<file path="src/design/pfe_pkg.sv">
`default_nettype none

package pfe_pkg;

    // stack geometry
    localparam int STACK_DEPTH = 16;
    localparam int ADDR_W      = $clog2(STACK_DEPTH);
    localparam int DEPTH_W     = $clog2(STACK_DEPTH + 1);
    localparam int DATA_W      = 32;

    // divider geometry
    localparam int DIV_CNT_W   = $clog2(DATA_W);

    // character codes
    localparam logic [7:0] CH_PLUS  = 8'd43;
    localparam logic [7:0] CH_MINUS = 8'd45;
    localparam logic [7:0] CH_STAR  = 8'd42;
    localparam logic [7:0] CH_SLASH = 8'd47;
    localparam logic [7:0] CH_ZERO  = 8'd48;
    localparam logic [7:0] CH_SPACE = 8'd32;

    typedef enum logic [2:0] {
        STAT_OK        = 3'd0,
        STAT_UNDERFLOW = 3'd1,
        STAT_DIVZERO   = 3'd2,
        STAT_OVERFLOW  = 3'd3,
        STAT_EMPTY     = 3'd4
    } status_t;

    typedef enum logic [1:0] {
        OP_ADD,
        OP_SUB,
        OP_MUL,
        OP_DIV
    } op_t;

    typedef enum logic [1:0] {
        ST_IDLE,
        ST_OPER,
        ST_DIV
    } state_t;

    typedef enum logic [1:0] {
        DIV_IDLE,
        DIV_RUN,
        DIV_FIX,
        DIV_DONE
    } div_state_t;

    // stack memory write port
    typedef struct packed {
        logic              en;
        logic [ADDR_W-1:0] addr;
        logic [DATA_W-1:0] data;
    } ram_wr_t;

    // stack memory read port
    typedef struct packed {
        logic              en;
        logic [ADDR_W-1:0] addr;
    } ram_rd_t;

endpackage

`default_nettype wire

</file>
<file path="src/design/pfe_item_if.sv">
`default_nettype none

interface pfe_item_if;
    logic       valid;
    logic       ready;
    logic [7:0] symbol;
    logic       finish;

    modport source (output valid, output symbol, output finish, input ready);
    modport sink   (input valid, input symbol, input finish, output ready);
endinterface

`default_nettype wire

</file>
<file path="src/design/pfe_result_if.sv">
`default_nettype none

interface pfe_result_if;
    logic               valid;
    logic               ready;
    logic signed [31:0] value;
    logic        [2:0]  status;

    modport source (output valid, output value, output status, input ready);
    modport sink   (input valid, input value, input status, output ready);
endinterface

`default_nettype wire

</file>
<file path="src/design/pfe_stack_ram.sv">
`default_nettype none

module pfe_stack_ram (
    input  wire logic                      clk,
    input  wire pfe_pkg::ram_wr_t          wr,
    input  wire pfe_pkg::ram_rd_t          rd,
    output logic [pfe_pkg::DATA_W-1:0]     rd_data
);
    import pfe_pkg::*;

    logic [DATA_W-1:0] stack_mem [STACK_DEPTH];
    logic [DATA_W-1:0] rd_data_reg;

    // write port
    always_ff @(posedge clk)
    begin
        if (wr.en)
        begin
            stack_mem[wr.addr] <= wr.data;
        end
    end

    // registered read port
    always_ff @(posedge clk)
    begin
        if (rd.en)
        begin
            rd_data_reg <= stack_mem[rd.addr];
        end
    end

    assign rd_data = rd_data_reg;

endmodule

`default_nettype wire

</file>
<file path="src/design/pfe_divider.sv">
`default_nettype none

module pfe_divider (
    input  wire logic                      clk,
    input  wire logic                      rst_n,
    input  wire logic                      start,
    input  wire logic [pfe_pkg::DATA_W-1:0] dividend,
    input  wire logic [pfe_pkg::DATA_W-1:0] divisor,
    output logic                           done,
    output logic [pfe_pkg::DATA_W-1:0]     quotient
);
    import pfe_pkg::*;

    div_state_t           state_reg, state_next;
    logic [DIV_CNT_W-1:0] cnt_reg, cnt_next;
    logic [DATA_W-1:0]    quo_reg, quo_next;
    logic [DATA_W-1:0]    rem_reg, rem_next;
    logic [DATA_W-1:0]    dvs_reg, dvs_next;
    logic                 neg_reg, neg_next;
    logic [DATA_W:0]      shifted;
    logic [DATA_W:0]      diff;

    // one restoring step per cycle
    assign shifted = {rem_reg, quo_reg[DATA_W-1]};
    assign diff    = shifted - {1'b0, dvs_reg};

    always_ff @(posedge clk or negedge rst_n)
    begin
        if (!rst_n)
        begin
            state_reg <= DIV_IDLE;
            cnt_reg   <= '0;
        end
        else
        begin
            state_reg <= state_next;
            cnt_reg   <= cnt_next;
        end
    end

    always_ff @(posedge clk)
    begin
        quo_reg <= quo_next;
        rem_reg <= rem_next;
        dvs_reg <= dvs_next;
        neg_reg <= neg_next;
    end

    // sequencer and datapath
    always_comb
    begin
        state_next = state_reg;
        cnt_next   = cnt_reg;
        quo_next   = quo_reg;
        rem_next   = rem_reg;
        dvs_next   = dvs_reg;
        neg_next   = neg_reg;
        done       = 1'b0;
        unique case (state_reg)
            DIV_IDLE:
            begin
                if (start)
                begin
                    neg_next   = dividend[DATA_W-1] ^ divisor[DATA_W-1];
                    quo_next   = dividend[DATA_W-1] ? (DATA_W'(0) - dividend) : dividend;
                    dvs_next   = divisor[DATA_W-1] ? (DATA_W'(0) - divisor) : divisor;
                    rem_next   = '0;
                    cnt_next   = '0;
                    state_next = DIV_RUN;
                end
            end
            DIV_RUN:
            begin
                quo_next = {quo_reg[DATA_W-2:0], ~diff[DATA_W]};
                rem_next = diff[DATA_W] ? shifted[DATA_W-1:0] : diff[DATA_W-1:0];
                cnt_next = cnt_reg + DIV_CNT_W'(1);
                if (cnt_reg == DIV_CNT_W'(DATA_W - 1))
                begin
                    state_next = DIV_FIX;
                end
            end
            DIV_FIX:
            begin
                // apply sign of the quotient
                if (neg_reg)
                begin
                    quo_next = DATA_W'(0) - quo_reg;
                end
                state_next = DIV_DONE;
            end
            DIV_DONE:
            begin
                done       = 1'b1;
                state_next = DIV_IDLE;
            end
            default:
            begin
                state_next = DIV_IDLE;
            end
        endcase
    end

    assign quotient = quo_reg;

endmodule

`default_nettype wire

</file>
<file path="src/design/postfix_expression_evaluator.sv">
// Space, digit push and finish are done in idle; '+', '-' and '*' read the stack, then
// execute and write back in the operate state; '/' waits in the divide state for the
// one-bit-per-cycle divider, or writes back in the operate state on a zero divisor. One
// item is in work at a time. A finish result is valid the cycle after the finish is taken
// and waits in an output register; a further finish waits until that result is taken.
// Reset clears stack depth, sticky error and output valid; the stack memory is not cleared.
`default_nettype none

module postfix_expression_evaluator (
    input  wire logic     clk,
    input  wire logic     rst_n,
    pfe_item_if.sink      item,
    pfe_result_if.source  result
);
    import pfe_pkg::*;

    state_t             state_reg, state_next;
    logic [DEPTH_W-1:0] depth_reg, depth_next;
    status_t            err_reg, err_next;
    logic [DATA_W-1:0]  top_reg, top_next;
    op_t                op_reg, op_next;
    logic               out_valid_reg, out_valid_next;
    logic [DATA_W-1:0]  out_value_reg, out_value_next;
    status_t            out_status_reg, out_status_next;

    ram_wr_t            wr;
    ram_rd_t            rd;
    logic [DATA_W-1:0]  rd_data;
    logic               div_start;
    logic               div_done;
    logic [DATA_W-1:0]  div_quot;

    logic               item_ready;
    logic               item_acc;
    logic [DEPTH_W-1:0] depth_m2;
    logic [DATA_W-1:0]  push_val;
    logic [DATA_W-1:0]  op_res;

    assign depth_m2 = depth_reg - DEPTH_W'(2);
    assign push_val = {{(DATA_W - 8){1'b0}}, item.symbol} - {{(DATA_W - 8){1'b0}}, CH_ZERO};
    assign item_acc = item.valid && item_ready;

    pfe_stack_ram u_ram (
        .clk     (clk),
        .wr      (wr),
        .rd      (rd),
        .rd_data (rd_data)
    );

    pfe_divider u_div (
        .clk      (clk),
        .rst_n    (rst_n),
        .start    (div_start),
        .dividend (rd_data),
        .divisor  (top_reg),
        .done     (div_done),
        .quotient (div_quot)
    );

    // control registers
    always_ff @(posedge clk or negedge rst_n)
    begin
        if (!rst_n)
        begin
            state_reg     <= ST_IDLE;
            depth_reg     <= '0;
            err_reg       <= STAT_OK;
            out_valid_reg <= 1'b0;
        end
        else
        begin
            state_reg     <= state_next;
            depth_reg     <= depth_next;
            err_reg       <= err_next;
            out_valid_reg <= out_valid_next;
        end
    end

    // payload registers
    always_ff @(posedge clk)
    begin
        top_reg        <= top_next;
        op_reg         <= op_next;
        out_value_reg  <= out_value_next;
        out_status_reg <= out_status_next;
    end

    // alu for add, subtract and multiply, lhs from memory, rhs cached top
    always_comb
    begin
        case (op_reg)
            OP_ADD:  op_res = rd_data + top_reg;
            OP_SUB:  op_res = rd_data - top_reg;
            OP_MUL:  op_res = rd_data * top_reg;
            default: op_res = '0;
        endcase
    end

    // sequencer
    always_comb
    begin
        state_next      = state_reg;
        depth_next      = depth_reg;
        err_next        = err_reg;
        top_next        = top_reg;
        op_next         = op_reg;
        out_valid_next  = out_valid_reg;
        out_value_next  = out_value_reg;
        out_status_next = out_status_reg;
        wr              = '0;
        rd              = '0;
        div_start       = 1'b0;
        item_ready      = 1'b0;

        // result word taken
        if (out_valid_reg && result.ready)
        begin
            out_valid_next = 1'b0;
        end

        unique case (state_reg)
            ST_IDLE:
            begin
                item_ready = !(item.finish && out_valid_reg && !result.ready);
                if (item.valid && item_ready)
                begin
                    if (item.finish)
                    begin
                        // report top and status, clear the stack
                        out_valid_next = 1'b1;
                        if (depth_reg != '0)
                        begin
                            out_value_next  = top_reg;
                            out_status_next = err_reg;
                        end
                        else
                        begin
                            out_value_next  = '0;
                            out_status_next = (err_reg != STAT_OK) ? err_reg : STAT_EMPTY;
                        end
                        depth_next = '0;
                        err_next   = STAT_OK;
                    end
                    else
                    begin
                        case (item.symbol) inside
                            CH_SPACE:
                            begin
                            end
                            CH_PLUS, CH_MINUS, CH_STAR, CH_SLASH:
                            begin
                                if (depth_reg < DEPTH_W'(2))
                                begin
                                    if (err_reg == STAT_OK)
                                    begin
                                        err_next = STAT_UNDERFLOW;
                                    end
                                end
                                else
                                begin
                                    // fetch left operand below the cached top
                                    rd.en      = 1'b1;
                                    rd.addr    = depth_m2[ADDR_W-1:0];
                                    state_next = ST_OPER;
                                    if (item.symbol == CH_PLUS)
                                    begin
                                        op_next = OP_ADD;
                                    end
                                    else if (item.symbol == CH_MINUS)
                                    begin
                                        op_next = OP_SUB;
                                    end
                                    else if (item.symbol == CH_STAR)
                                    begin
                                        op_next = OP_MUL;
                                    end
                                    else
                                    begin
                                        op_next = OP_DIV;
                                    end
                                end
                            end
                            default:
                            begin
                                // operand push
                                if (depth_reg == DEPTH_W'(STACK_DEPTH))
                                begin
                                    if (err_reg == STAT_OK)
                                    begin
                                        err_next = STAT_OVERFLOW;
                                    end
                                end
                                else
                                begin
                                    wr.en      = 1'b1;
                                    wr.addr    = depth_reg[ADDR_W-1:0];
                                    wr.data    = push_val;
                                    top_next   = push_val;
                                    depth_next = depth_reg + DEPTH_W'(1);
                                end
                            end
                        endcase
                    end
                end
            end
            ST_OPER:
            begin
                if (op_reg == OP_DIV && top_reg != '0)
                begin
                    div_start  = 1'b1;
                    state_next = ST_DIV;
                end
                else
                begin
                    // write back result in place of the two operands
                    if (op_reg == OP_DIV && err_reg == STAT_OK)
                    begin
                        err_next = STAT_DIVZERO;
                    end
                    wr.en      = 1'b1;
                    wr.addr    = depth_m2[ADDR_W-1:0];
                    wr.data    = op_res;
                    top_next   = op_res;
                    depth_next = depth_reg - DEPTH_W'(1);
                    state_next = ST_IDLE;
                end
            end
            ST_DIV:
            begin
                if (div_done)
                begin
                    wr.en      = 1'b1;
                    wr.addr    = depth_m2[ADDR_W-1:0];
                    wr.data    = div_quot;
                    top_next   = div_quot;
                    depth_next = depth_reg - DEPTH_W'(1);
                    state_next = ST_IDLE;
                end
            end
            default:
            begin
                state_next = ST_IDLE;
            end
        endcase
    end

    assign item.ready    = item_ready;
    assign result.valid  = out_valid_reg;
    assign result.value  = out_value_reg;
    assign result.status = out_status_reg;

    // stack depth stays within the memory
    a_depth_bound: assert property (@(posedge clk) disable iff (!rst_n)
        depth_reg <= DEPTH_W'(STACK_DEPTH))
        else $error("stack depth out of range");

    // finish clears stack and sticky error
    a_finish_clear: assert property (@(posedge clk) disable iff (!rst_n)
        (item_acc && item.finish) |=> (depth_reg == '0 && err_reg == STAT_OK))
        else $error("finish did not clear the stack");

    // divider completes only while the sequencer waits for it
    a_div_done: assert property (@(posedge clk) disable iff (!rst_n)
        div_done |-> state_reg == ST_DIV)
        else $error("divider done outside divide wait");

    // sticky error keeps its first code until cleared
    a_sticky: assert property (@(posedge clk) disable iff (!rst_n)
        (err_reg != STAT_OK) |=> (err_reg == $past(err_reg) || err_reg == STAT_OK))
        else $error("sticky error overwritten");

endmodule

`default_nettype wire

</file>
<file path="src/flat_wrapper.sv">
// flat-port wrapper written by rule: the top's interface ports become plain ports
module postfix_expression_evaluator_flat import pfe_pkg::*;
  (clk, rst_n, item_valid, item_symbol, item_finish, item_ready, result_valid, result_value, result_status, result_ready);
  pfe_item_if item_i ();
  pfe_result_if result_i ();
  input  wire logic clk;
  input  wire logic rst_n;
  input wire logic [$bits(item_i.valid)-1:0] item_valid;
  input wire logic [$bits(item_i.symbol)-1:0] item_symbol;
  input wire logic [$bits(item_i.finish)-1:0] item_finish;
  output wire logic [$bits(item_i.ready)-1:0] item_ready;
  output wire logic [$bits(result_i.valid)-1:0] result_valid;
  output wire logic [$bits(result_i.value)-1:0] result_value;
  output wire logic [$bits(result_i.status)-1:0] result_status;
  input wire logic [$bits(result_i.ready)-1:0] result_ready;
  assign item_i.valid = item_valid;
  assign item_i.symbol = item_symbol;
  assign item_i.finish = item_finish;
  assign item_ready = item_i.ready;
  assign result_valid = result_i.valid;
  assign result_value = result_i.value;
  assign result_status = result_i.status;
  assign result_i.ready = result_ready;
  postfix_expression_evaluator u_core (.clk(clk), .rst_n(rst_n), .item(item_i), .result(result_i));
endmodule
</file>
<file path="config.mk">
export PLATFORM = sky130hd
export DESIGN_NAME = postfix_expression_evaluator_flat
export DESIGN_NICKNAME = d
export VERILOG_FILES = /design/src/design/pfe_pkg.sv /design/src/design/pfe_item_if.sv /design/src/design/pfe_result_if.sv /design/src/design/pfe_stack_ram.sv /design/src/design/pfe_divider.sv /design/src/design/postfix_expression_evaluator.sv /design/src/flat_wrapper.sv
export SDC_FILE = /design/constraint.sdc
export NUM_CORES = 2
export LEC_CHECK = 0
export ABC_AREA = 1
export BUFFER_PORTS_ARGS = -buffer_cell sky130_fd_sc_hd__buf_2
export CAP_MARGIN = 20
export CELL_PAD_IN_SITES_DETAIL_PLACEMENT = 0
export CELL_PAD_IN_SITES_GLOBAL_PLACEMENT = 1
export CORE_MARGIN = 1.5
export CORE_UTILIZATION = 34
export DETAILED_ROUTE_END_ITERATION = 10
export PLACE_DENSITY = 0.54
export SLEW_MARGIN = 0
export SYNTH_ARGS = -nofsm -noshare
export SYNTH_HDL_FRONTEND = slang
export SYNTH_SLANG_ARGS = --single-unit
</file>
<file path="constraint.sdc">
create_clock -name clk -period 9.75 [get_ports clk]
set_input_delay 0.4875 -clock clk [delete_from_list [all_inputs] [get_ports clk]]
set_output_delay 0.4875 -clock clk [all_outputs]
set_load 0.01 [all_outputs]
</file>
==> reports/results.ini <==
[hold_path]
hold_class = in2reg
hold_start = item_valid
worstHoldEndpoint = u_core.result.valid
hold_path_depth = 3

[route]
post_drt_wl_per_cell_um = 23.6
via_per_inst = 5.05
routed_wl_mm = 189
drtPass1Iterations = 5
final_antenna_net_count = 0
drc = 0
drtIter0Drc = 2733
vias = 40300

[die]
rows = 145
die_y_um = 400
die_width_um = 400
ioPinCount = 50
start_util_pct = 34.2
die_area_mm2 = 0.160
coreArea_mm2 = 0.156

[clocking]
numCtsBuffers = 85
ctsResizeCount = 0
cts.htree.levels = 3
clk_pin_slew_ns = 0.06
clock_sinks = 727
cts_tree = yes
clock_path_buffers = 3
insertion_delay_ns = 0.74
cts_root_buffer = clkbuf_16

[timing]
worst_slew_pin_slew_ns = 1.19
setup_violations = 0
final-hold-violation-count = 0
finClkSkew_ns = 0.0761
tns_ns = 0
finalCritPeriodShare_pct = 85.8
hold_ws_ns = 0.0999
rsz0062_at_grt = no
period_minus_slack_ns = 8.36
fmax_ghz = 0.120
drv_slew = 0
maxSlewHeadroom_pct = 20.5

[placement]
gp_congestion = 0.883
io_buffer_count = 49
dpl.hpwl_mm = 131
dp_cells = 7826

[worst_setup_path]
crit_required_ns = 10.28
slowest_delay_ns = 1.09
cp.arrival_ns = 8.89
crit_family = adder cells
timing.critical_path.mode_cell = fa_1
cp_slowest_cell = edfxtp_1
r2r_end = u_core.u_ram.stack_mem[12][26]
cp-end-kind = flop
r2r_start = u_core.u_ram.rd_data[8]
worstSetupPathType = reg2reg
reg2reg_depth = 30
crit_buf_inv = 8
r2r_slack_ns = 1.39
crit_path_max_fanout = 16
critPathLaunchType = flop

[layout]
nNetsFinal = 6492
area_growth_pct = 10.8
largest_register_ffs = 512
diodes = 0
layout_common_cells = nand2_1, inv_1, edfxtp_1
final_common_cell = nand2_1
top_register = u_core.u_ram.stack_mem
instances_no_fill = 7984
layout-drive-gt1-share_pct = 7.63

[global_route]
antenna_found_initial = 1
grt_usage_pct = 23.8
grt_pass1_wl_mm = 279
grt_max_degree = 108
grt_overflow = 0
grt_pass1_vias = 40900

[yosys]
synthArstFlopShare_pct = 2.34
synth-edff-count = 710
synth_seq_cells = 727
ys.flop_type = edfxtp_1
syn_nets = 6507
ys_seq_area_share_pct = 40.6
syn-instance-count = 5874
syn_area_mm2 = 0.0535
syn_area_per_cell_um2 = 9.12
ys_types = 69
yosys_warnings = 0

[flow_run]
maxCapViolCount = 0

[run_status]
status = complete, no violations

[through the flow]
stage / setup slack (ns) / utilization, % / instance area (um2)
after floorplan: 2.34 / - / 53500
after global placement: 1.44 / 36.1 / 56400
after detailed placement: 1.43 / 36.1 / 56500
after CTS: 1.36 / 37.9 / 59300
after global routing: 1.06 / 37.9 / 59300
final: 1.39 / 37.9 / 59300
[cell usage after synthesis, types with 23 or more instances]
cell / count / area, um2
xnor2_1: 28 / 245
o211ai_1: 102 / 766
xor2_1: 66 / 578
or2_2: 36 / 225
ha_1: 210 / 2630
nand4_1: 35 / 219
nor2_1: 320 / 1200
a31oi_1: 31 / 194
nor3_1: 51 / 255
nand2_1: 1338 / 5020
or2_0: 25 / 156
clkbuf_1: 171 / 642
edfxtp_1: 710 / 21300
a21oi_1: 252 / 1260
mux2i_1: 59 / 591
buf_2: 69 / 345
o21ai_1: 23 / 115
nand3_1: 187 / 936
buf_1: 51 / 191
inv_1: 1045 / 3920
fa_1: 410 / 8210
o221ai_1: 72 / 631
o21ai_0: 345 / 1730
[worst max path at each step]
| stage | depth (start not counted) | startpoint | to |
|---|---|---|---|
| 4_1_cts | 30 | u_core.u_ram.rd_data[8] | u_core.u_ram.stack_mem[3][26] |
| 6_report | 30 | u_core.u_ram.rd_data[8] | u_core.u_ram.stack_mem[12][26] |
| 2_1_floorplan | 27 | u_core.u_ram.rd_data[12] | u_core.u_ram.stack_mem[0][30] |
| 3_3_place_gp | 28 | u_core.top_reg[6] | u_core.u_ram.stack_mem[6][26] |
| 3_5_place_dp | 30 | u_core.u_ram.rd_data[8] | u_core.u_ram.stack_mem[6][26] |
| 5_1_grt | 27 | u_core.u_ram.rd_data[8] | u_core.u_ram.stack_mem[0][25] |
[cell families (layout without fill, tap and decap cells)]
group           Yosys count  count (layout)  share of synthesized area (%)
mux                      59              59                           1.10
fa+ha+maj               620             620                           20.2
simple gates           2061            2061                           16.1
compound gates          946             946                           10.6
xor+xnor                 94              94                           1.54
flops                   727             727                           40.6
buf+inv                1367            1419                           9.88
[per-layer routing]
layer / wire [um] / global-route usage (%)
met5: 0 / 0
met4: 5820 / 7.00
met3: 7050 / 2.17
met2: 90200 / 39.9
met1: 85500 / 32.6
[tightest hold or removal path: stages]
cell and delay [ns]:
buf_2 0.09, nand2_1 0.09, o21ai_0 0.09
[timing repair]
action,CTS,global route
hold endpoints to repair,18,0
hold buffers,2,0
setup buffers,0,0
[area by class of cell]
| class | instances | area (um2) |
|---|---|---|
| inverter | 1059 | 3980 |
| clock buffer | 105 | 2210 |
| sequential | 727 | 21700 |
| tap | 2058 | 2570 |
| clock inverter | 49 | 597 |
| timing repair buffer | 206 | 1510 |
| fill | 16000 | 97100 |
| multi-input combinational | 3780 | 26700 |
Power is not shown: default switching activity piles up to over one toggle a cycle in this logic, so the estimate is an artifact.
